## config.mk

```make
export PLATFORM = sky130hd
export DESIGN_NAME = imhq_ctrl
export DESIGN_NICKNAME = d
export VERILOG_FILES = /design/src/rtl/indexed_min_heap_queue_core_defines.svh /design/src/rtl/imhq_pkg.sv /design/src/rtl/imhq_ctrl.sv
export SDC_FILE = /design/constraint.sdc
export NUM_CORES = 1
export LEC_CHECK = 0
export BUFFER_PORTS_ARGS = -buffer_cell sky130_fd_sc_hd__buf_2
export CORE_AREA = 2 2 39 41
export DETAILED_ROUTE_END_ITERATION = 10
export DIE_AREA = 0 0 41 43
export PLACE_DENSITY = 0.63
export SYNTH_ARGS = -nofsm -noshare
export SYNTH_HDL_FRONTEND = slang
export SYNTH_SLANG_ARGS = --single-unit
```

## constraint.sdc

```tcl
create_clock -name clk_i -period 1.6 [get_ports clk_i]
set_input_delay 0 -clock clk_i [delete_from_list [all_inputs] [get_ports clk_i]]
set_output_delay 0 -clock clk_i [all_outputs]
set_load 0.02 [all_outputs]
```

## src/rtl/indexed_min_heap_queue_core_defines.svh

```systemverilog
// Assertion macros used by the heap queue datapath.
`ifndef INDEXED_MIN_HEAP_QUEUE_CORE_DEFINES_SVH
`define INDEXED_MIN_HEAP_QUEUE_CORE_DEFINES_SVH

// Property checked on every clock edge outside reset.
`define IMHQ_ASSERT(name, prop, msg) \
  name: assert property (@(posedge clk_i) disable iff (!rst_ni) (prop)) \
    else $error(msg);

// Antecedent in this cycle implies consequent in the next.
`define IMHQ_ASSERT_NEXT(name, ante, cons, msg) \
  name: assert property (@(posedge clk_i) disable iff (!rst_ni) (ante) |=> (cons)) \
    else $error(msg);

`endif

```

## src/rtl/imhq_pkg.sv

```systemverilog
// Shared types, codes and helpers of the indexed min-heap queue.
`default_nettype none
package imhq_pkg;

  localparam int CAPACITY = 64;
  localparam int ID_COUNT = 256;
  localparam int SLOT_W   = $clog2(CAPACITY);
  localparam int CNT_W    = $clog2(CAPACITY + 1);
  localparam int ID_W     = 8;
  localparam int DATE_W   = 27;
  localparam int MIN_W    = 11;
  localparam int CMD_W    = 3;
  localparam int STAT_W   = 3;

  localparam logic [CMD_W-1:0] CMD_INSERT  = 3'd0;
  localparam logic [CMD_W-1:0] CMD_EXTRACT = 3'd1;
  localparam logic [CMD_W-1:0] CMD_PEEK    = 3'd2;
  localparam logic [CMD_W-1:0] CMD_REMOVE  = 3'd3;
  localparam logic [CMD_W-1:0] CMD_CLEAR   = 3'd4;

  localparam logic [STAT_W-1:0] ST_OK       = 3'd0;
  localparam logic [STAT_W-1:0] ST_EMPTY    = 3'd1;
  localparam logic [STAT_W-1:0] ST_FULL     = 3'd2;
  localparam logic [STAT_W-1:0] ST_NOT_FND  = 3'd3;
  localparam logic [STAT_W-1:0] ST_DUP      = 3'd4;

  typedef struct packed {
    logic [ID_W-1:0]   tag;
    logic [DATE_W-1:0] date;
    logic [MIN_W-1:0]  mins;
  } entry_t;

  localparam int ENTRY_W = $bits(entry_t);

  typedef enum logic [3:0] {
    OP_NONE, OP_ACCEPT, OP_DEC, OP_DROP, OP_LOAD, OP_UPRD, OP_UPCMP,
    OP_SKRD, OP_SKL, OP_SKR, OP_WR, OP_OUT
  } op_e;

  typedef enum logic [1:0] {
    NX_DONE, NX_UP, NX_DROP
  } next_e;

  typedef struct packed {
    op_e op;
  } dp_cmd_t;

  typedef struct packed {
    next_e dec_next;
    logic  drop_end;
    logic  k_zero;
    logic  no_sink;
    logic  up_less;
    logic  l_out;
    logic  sk_stop;
    logic  out_free;
  } dp_sts_t;

  // Order by date, then minutes; strict.
  function automatic logic key_less(entry_t a, entry_t b);
    logic res;
    if (a.date != b.date) begin
      res = a.date < b.date;
    end else begin
      res = a.mins < b.mins;
    end
    return res;
  endfunction

endpackage
`default_nettype wire

```

## src/rtl/imhq_ctrl.sv

```systemverilog
// Sequencer of the heap queue: steps the datapath through each command.
`default_nettype none
module imhq_ctrl
  import imhq_pkg::*;
(
  input  wire logic    clk_i,
  input  wire logic    rst_ni,
  input  wire logic    in_valid_i,
  output logic         in_ready_o,
  input  wire dp_sts_t sts_i,
  output dp_cmd_t      cmd_o
);

  localparam logic [3:0] S_IDLE  = 4'd0;
  localparam logic [3:0] S_DEC   = 4'd1;
  localparam logic [3:0] S_DROP  = 4'd2;
  localparam logic [3:0] S_LOAD  = 4'd3;
  localparam logic [3:0] S_UPRD  = 4'd4;
  localparam logic [3:0] S_UPCMP = 4'd5;
  localparam logic [3:0] S_SKRD  = 4'd6;
  localparam logic [3:0] S_SKL   = 4'd7;
  localparam logic [3:0] S_SKR   = 4'd8;
  localparam logic [3:0] S_WR    = 4'd9;
  localparam logic [3:0] S_DONE  = 4'd10;

  logic [3:0] state_q, state_d;

  assign in_ready_o = (state_q == S_IDLE);

  always_comb begin
    state_d   = state_q;
    cmd_o.op  = OP_NONE;
    unique case (state_q)
      S_IDLE: begin
        if (in_valid_i) begin
          cmd_o.op = OP_ACCEPT;
          state_d  = S_DEC;
        end
      end
      S_DEC: begin
        cmd_o.op = OP_DEC;
        unique case (sts_i.dec_next)
          NX_UP:   state_d = S_UPRD;
          NX_DROP: state_d = S_DROP;
          default: state_d = S_DONE;
        endcase
      end
      S_DROP: begin
        cmd_o.op = OP_DROP;
        state_d  = sts_i.drop_end ? S_DONE : S_LOAD;
      end
      S_LOAD: begin
        cmd_o.op = OP_LOAD;
        state_d  = S_UPRD;
      end
      S_UPRD: begin
        cmd_o.op = OP_UPRD;
        if (!sts_i.k_zero) begin
          state_d = S_UPCMP;
        end else begin
          state_d = sts_i.no_sink ? S_WR : S_SKRD;
        end
      end
      S_UPCMP: begin
        cmd_o.op = OP_UPCMP;
        if (sts_i.up_less) begin
          state_d = S_UPRD;
        end else begin
          state_d = sts_i.no_sink ? S_WR : S_SKRD;
        end
      end
      S_SKRD: begin
        cmd_o.op = OP_SKRD;
        state_d  = sts_i.l_out ? S_WR : S_SKL;
      end
      S_SKL: begin
        cmd_o.op = OP_SKL;
        state_d  = S_SKR;
      end
      S_SKR: begin
        cmd_o.op = OP_SKR;
        state_d  = sts_i.sk_stop ? S_WR : S_SKRD;
      end
      S_WR: begin
        cmd_o.op = OP_WR;
        state_d  = S_DONE;
      end
      S_DONE: begin
        if (sts_i.out_free) begin
          cmd_o.op = OP_OUT;
          state_d  = S_IDLE;
        end
      end
      default: state_d = S_IDLE;
    endcase
  end

  always_ff @(posedge clk_i or negedge rst_ni) begin
    if (!rst_ni) begin
      state_q <= S_IDLE;
    end else begin
      state_q <= state_d;
    end
  end

endmodule
`default_nettype wire

```

# Yosys cells after proc, flatten, opt, wreduce, memory -nomap -nowiden
# Cells that the tools add are included.
# totals
in_bits,12
regBits,4
out_inout_bits,5
word_cells,30
# classes
n_reduce_logical,2
eq_ne,14
muxes,13
# op_table
op,count
$pmux W4 S11,2
$mux W4,9
$eq A4 B3 Y1 const B,4
$eq A4 B4 Y1 const B,3
$eq A4 B2 Y1 const B,2
$pmux W4 S2,1
$eq A4 B1 Y1 const B,1
$logic_not A4 Y1,1
$ne A2 B2 Y1 const B,2
$eq A2 B1 Y1 const B,1
$eq A2 B2 Y1 const B,1
$reduce_and A2 Y1,1
$mux W1,1

# Depth between registers and ports, before layout
# Gate-level depths: netlist of run 1.
# depth
depth_word,3
mapped_depth,5
mapped_depth_nobuf,5

# Worst setup path after synthesis of run 1
# OpenSTA, ideal clock, no wires.
# synth_timing
path_type,register to register
startpoint,reg state_q[3]
endpoint,reg state_q[0]
slack_ns,-0.124
period_less_slack_ns,1.724
stages_incl_launch_ff,5
required_time_ns,1.428
setup_time_ns,0.172
path_buffers,2
arrival_ns,1.552
cell_sequence,dfrtp_1 buf_2 buf_2 nor4_1 a221oi_1
# synth_via
elab_chain_len,3
word_cells_on_any_way,15
cone_classes,eq/ne (12); mux (1); reduce/logical (2)
# synth_lines
item,line,rtl
start: declaration,imhq_ctrl.sv:26,"logic [3:0] state_q, state_d;"
start signal: assignment,imhq_ctrl.sv:102,state_q <= state_d;
$logic_not A4 Y1 *,-,
via in_ready_o,imhq_ctrl.sv:9,"output logic in_ready_o,"
$ne A2 B2 Y1 (no source line),-,
$reduce_and A2 Y1 (no source line),-,
# Mark *: on every way through the listed nets, which the timed path passes. The rest lies on a longest branch.
# A chain may end at the register's enable or synchronous reset.

==> flow_summary.toml, run 1 <==
[clock_network]
clk_pin_slew_worst_paths_ps = 40
cts_tree = "done"
clock_latency_ps = 230
htreeDepth = 1
cts.path.max_buffers = 2
cts_buffers = 3
clock-sinks = 4
cts-root-buf = "clkbuf_4"

[global_routing]
antenna_found_initial = 0
grt_pass1_vias = 495
grt_max_degree = 19
grt_pass1_wl_um = 1990
grtUsageTotal = 0.161
grt_overflow = 0

[drt]
finalWirelength_um = 1310
viasPerCell = 5.71
vias = 588
ant_nets = 0
drc = 0
dr.first_iter.drc_count = 12
wire_per_inst_um = 12.7
drt-pass1-iter-count = 4

[cells_and_area]
largest_reg_flops = 4
largest-register = "state_q"
fillers = 145
reg.largest.list = "state_q: 4 flops"
layout.nets = 103
areaGrowthSynthToFinish_pct = 29.9
stdcell_area_um2 = 702
drive_gt1_frac = 0.391
n_antenna_cell = 0
stdcell_count = 103

[floorplan]
core_um2 = 1380
die-width_um = 41
die_h_um = 43
dieArea_um2 = 1760
initial_core_util = 0.391
io_pins = 17
num_rows = 14

[synth]
synth_mux_area_frac = 0.0394
yosys-top-cells-area = "dfrtp_1 (19%), a221oi_1 (6.5%), buf_2 (4.6%), ha_1 (4.6%), nand2b_1 (4.6%)"
synth_edf_count = 0
synth_compound_area_frac = 0.299
yosys.area_share.simple = 0.306
synth_top_family_by_area = "simple AND/OR/NAND/NOR gates"
syn_area_per_cell_um2 = 8.19
mappedNetlistArea_um2 = 541
synth_xor_area_frac = 0.0162
synth_adder_area_share = 0.0463
synth_largest_area_cell = "dfrtp_1"
yosys_warnings = 0
seq_area_frac_synth = 0.185
syn_nets = 80
ys_types = 38
yosys-top-cells-count = "buf_2 (5), inv_1 (5), nor2_1 (5)"
synth_ff_type = "dfrtp_1"
ys_seq_elements = 4
synth_top_area_share = 0.185
ys_async_sr_fraction = 1.00
synth_cells = 66

[sta]
setup_viol = 0
slew_violations = 0
tns_ps = 0
fin_crit_sh = 0.916
max_freq_ghz = 0.682
post-route-min-period_ps = 1470
hold_viol_final = 0
grt_setup_unrepaired = "no"
tightest_slew_ps = 435
fin_skew_ps = 0.422
relSlewSlack = 0.710

[flow_run]
maxCapViolCount = 0

[placed_design]
place_area_um2 = 644
place_inst = 96
port_buffers = 16
place.gp.congestion = 0.782
dp_hpwl_um = 958

[min_path]
holdCritPathClass = "primary input to flop"

[critical_path]
worstSetupPathType = "flop to primary output"
crit_fanout = 7
required_ps = 1600
cp-start-kind = "flop"
end_kind = "primary output"
slowest_stage = "dfrtp_2"
arrival_ps = 1470
cpPeakStageDelay_ps = 450
crit_path_cell_trace = "buf_4 -> a21o_1 -> a221oi_1 -> buf_2"

[run_status]
status = "complete, no violations"

[pwr]
power_density_nw_per_um2 = 1850
p_leak_nw = 0.326
ir_drop_uv = 846
metrics by stage:
| step | hold WS (ps) | util | total power, mW | setup slack (ps) |
|---|---|---|---|---|
| final | 35.0 | 0.507 | 1.30 | 134 |
| after CTS | 38.4 | 0.490 | 1.25 | 40.7 |
| after global routing | 57.8 | 0.507 | 1.41 | 55.2 |
| after global placement | -189 | 0.466 | 1.11 | 172 |
| after floorplan | -296 | - | 0.907 | 170 |
| after detailed placement | -188 | 0.466 | 1.11 | 159 |
metal layers:
metal	vias to the layer above	global-route usage	part of all wire
li1	298	-	-
met1	278	0.219	0.49
met2	12	0.241	0.48
met3	0	0.0628	0.028
met4	0	0.0200	0
met5	-	0	0
logic make-up (layout without fill, tap and decap cells):
logic type / after synthesis / in the layout
AOI/OAI and AO/OA: 20 / 20
xor gates and xnor gates: 1 / 1
adders and majority gates: 2 / 2
buffers and inverters: 12 / 33
DFF: 4 / 4
muxes: 2 / 2
and+or+nand+nor: 25 / 25
layout make-up:
type                            instances  area [um^2]  share of cell area
Timing Repair Buffer                   25          150               0.214
Tap cell                               16         20.0              0.0285
Inverter                                5         18.8              0.0267
Multi-Input combinational cell         50          388               0.553
Sequential cell                         4          103               0.146
Clock buffer                            3         22.5              0.0321
final timing paths:
check | from | endpoint | slack (ps) | depth (start not counted)
worst max-delay path | state_q[1] | cmd_o[0] | 130 | 4
worst min-delay path | in_valid_i | state_q[0] | 30 | 3
worst max register to register | state_q[1] | state_q[2] | 180 | 4
worst min register to register | state_q[2] | state_q[1] | 780 | 1
max in group asynchronous | rst_ni | state_q[0] | 1360 | 2
min in group asynchronous | rst_ni | state_q[2] | 100 | 2
what timing repair did:
| item | in CTS | in global routing |
|---|---|---|
| setup buffers | 0 | 3 |
| setup endpoints to repair | 1 | 2 |
| endpoints found under the hold margin | 4 | 0 |
| hold buffers | 1 | 0 |
| gates resized for setup | 1 | 1 |
layout by cell type (no fill, tap or decap), types with 2 or more instances in the layout:
master / count
a21o_1: 2
a221oi_1: 4
a32oi_1: 2
buf_2: 16
buf_4: 8
clkbuf_4: 3
dfrtp_1: 2
dfrtp_2: 2
ha_1: 2
inv_1: 5
nand2b_1: 4
nand3_1: 2
nor2_1: 5
nor2b_1: 2
nor4bb_1: 2
report_power, final:
group | switching [mW] | internal, mW
sequential | 0.148 | 0.153
combinational | 0.429 | 0.444
clock | 0.0395 | 0.0838
total | 0.617 | 0.681
worst max-delay path: cells and delay by family, from the launching register on:
| family | cells | cell delay [ps] |
|---|---|---|
| DFF | 1 | 450 |
| buffers and inverters | 2 | 380 |
| AOI/OAI and AO/OA | 2 | 410 |
(Power assumes the default switching activity.)
==> inputs of run 2 (changes only) <==
--- a/config.mk
+++ b/config.mk
@@ -5,11 +5,14 @@
 export SDC_FILE = /design/constraint.sdc
 export NUM_CORES = 1
 export LEC_CHECK = 0
+export ABC_AREA = 1
 export BUFFER_PORTS_ARGS = -buffer_cell sky130_fd_sc_hd__buf_2
 export CORE_AREA = 2 2 39 41
 export DETAILED_ROUTE_END_ITERATION = 10
 export DIE_AREA = 0 0 41 43
-export PLACE_DENSITY = 0.63
+export GPL_ROUTABILITY_DRIVEN = 0
+export PLACE_DENSITY = 0.6
+export SETUP_SLACK_MARGIN = 0.2
 export SYNTH_ARGS = -nofsm -noshare
 export SYNTH_HDL_FRONTEND = slang
 export SYNTH_SLANG_ARGS = --single-unit
==> flow_summary.toml, run 2 <==
[clock_network]
htreeDepth = 1
cts_buffers = 3
clk_pin_slew_worst_paths_ps = 40
clock_latency_ps = 240
clock-sinks = 4
cts_tree = "done"
cts-root-buf = "clkbuf_4"
cts.path.max_buffers = 2

[floorplan]
dieArea_um2 = 1760
core_um2 = 1380
die_h_um = 43
io_pins = 17
initial_core_util = 0.362
die-width_um = 41
num_rows = 14

[pwr]
p_sw_frac = 0.535
power_mw = 1.30
ir_drop_uv = 744
p_seq_frac = 0.199
p_leak_nw = 0.370
clkPwrFrac = 0.096
comb_power_share = 0.704
power_density_nw_per_um2 = 1860
p_int_mw = 0.605
p_switching_mw = 0.696

[sta]
relSlewSlack = 0.827
fin_skew_ps = 1.49
setup_ws_ps = 289
grt_setup_unrepaired = "yes"
hold_viol_final = 0
post-route-min-period_ps = 1310
max_freq_ghz = 0.763
fin_crit_sh = 0.819
tns_ps = 0
slew_violations = 0
setup_viol = 0
tightest_slew_ps = 260

[synth]
yosys-top-cells-area = "nand3_1 (21%), dfrtp_1 (20%), nand2_1 (9.7%), nor2_1 (7.5%), nor2_4 (6.7%)"
synth_ff_type = "dfrtp_1"
synth_largest_area_cell = "nand3_1"
synth_cells = 81
synth_edf_count = 0
ys_seq_elements = 4
seq_area_frac_synth = 0.200
synthMostInstantiatedCell = "nand3_1"
ys_types = 19
yosys-top-cells-count = "nand3_1 (21), nand2_1 (13), nor2_1 (10), inv_1 (8)"
syn_area_per_cell_um2 = 6.18
syn_nets = 95
ys_async_sr_fraction = 1.00
mappedNetlistArea_um2 = 500
yosys_warnings = 0
synth_top_area_share = 0.210

[cells_and_area]
areaGrowthSynthToFinish_pct = 39.8
largest-register = "state_q"
layout.nets = 121
largest_reg_flops = 4
layout_common_cells = "nand3_1 (21), buf_2 (15), nand2_1 (13), nor2_1 (9), inv_1 (8)"
drive_gt1_frac = 0.371
layout_commonest_cell = "nand3_1"
finish.utilization = 0.505
reg.largest.list = "state_q: 4 flops"
n_antenna_cell = 0

[placed_design]
preCtsSetupSlack_ps = 292
dp_hpwl_um = 1060
port_buffers = 16

[critical_path]
crit_fanout = 8
end_kind = "primary output"
slowest_stage = "dfrtp_2"
r2r_start = "state_q[2]"
crit_path_cell_trace = "nor2_4 -> inv_1 -> nand3_1 -> nand3_1 -> buf_2"
r2r_setup_slack_ps = 330
arrival_ps = 1310
cpPeakStageDelay_ps = 470
crit_start = "state_q[1]"
cp-start-kind = "flop"
required_ps = 1600
worstSetupPathType = "flop to primary output"
path_common_cell = "nand3_1"

[global_routing]
grt_max_degree = 11
grt_overflow = 0
grt_pass1_wl_um = 2260
grtUsageTotal = 0.192
grt_pass1_vias = 528
antenna_found_initial = 0

[drt]
finalWirelength_um = 1320
dr.first_iter.drc_count = 7
viasPerCell = 5.02
drc = 0
vias = 608
drt-pass1-iter-count = 4
wire_per_inst_um = 10.9
ant_nets = 0

[min_path]
holdCritPathClass = "primary input to flop"
min-delay-start = "in_valid_i"

[run_status]
status = "complete, no violations"

[flow_run]
maxCapViolCount = 0
[run 2: cell types whose count changed after synthesis, sizes merged, moves of 7 or more]
cell   delta
nand3    +19
nor2     +11
nand2    +13
inv       +7
buf       -7
[run 2: per-layer routing]
metal | track usage | routed length (um)
met1 | 0.252 | 646
met2 | 0.278 | 619
met3 | 0.0471 | 55
met4 | 0.100 | 0
met5 | 0 | 0
[run 2: timing repair]
action                                 CTS  global route
pin swaps                                0             2
endpoints found under the hold margin    4             0
hold buffers                             1             0
setup endpoints to repair                4             5
setup buffers                            0             4
resized for setup                        4             4
[run 2: layout make-up]
cell class / instances / area, um^2
fill: 155 / 684
multi-input combinational: 65 / 373
timing repair buffer: 21 / 135
sequential: 4 / 104
inverter: 12 / 45.0
clock buffer: 3 / 22.5
tap: 16 / 20.0
[run 2: path summary, 6_finish.rpt]
check,to,depth (start not counted)
setup / recovery,cmd_o[1],5
hold / removal,state_q[0],3
setup reg to reg,state_q[0],6
hold reg to reg,state_q[2],2
max in group asynchronous,state_q[0],2
min in group asynchronous,state_q[2],2
[run 2: critical path: cells and delay by family (launching register included)]
| kind | cells | cell delay [ps] |
|---|---|---|
| flops | 1 | 470 |
| simple gates | 3 | 360 |
| buf+inv | 2 | 230 |
[run 2: power by group through the flow]
stage / combinational [mW] / clock [mW] / sequential, mW
finish: 0.916 / 0.125 / 0.259
global placement: 0.775 / 0 / 0.237
global route: 1.04 / 0.138 / 0.269
CTS: 0.798 / 0.126 / 0.255
detailed placement: 0.779 / 0 / 0.239
floorplan: 0.576 / 0 / 0.226
[run 2: metrics by stage]
stage	cells	hold slack [ps]	area [um^2]
CTS	117	64.7	647
global placement	113	-194	601
global route	121	81.7	699
floorplan	81	-296	500
finish	121	64.5	699
detailed placement	113	-193	601
[run 2: cell families after synthesis]
logic type | count (synthesis) | synth area share
AND/OR/NAND/NOR | 56 | 0.568
AO/OA/AOI/OAI | 7 | 0.0925
flip-flops | 4 | 0.200
adder cells (fa/ha/maj) | 2 | 0.0500
buffers and inverters | 12 | 0.0900
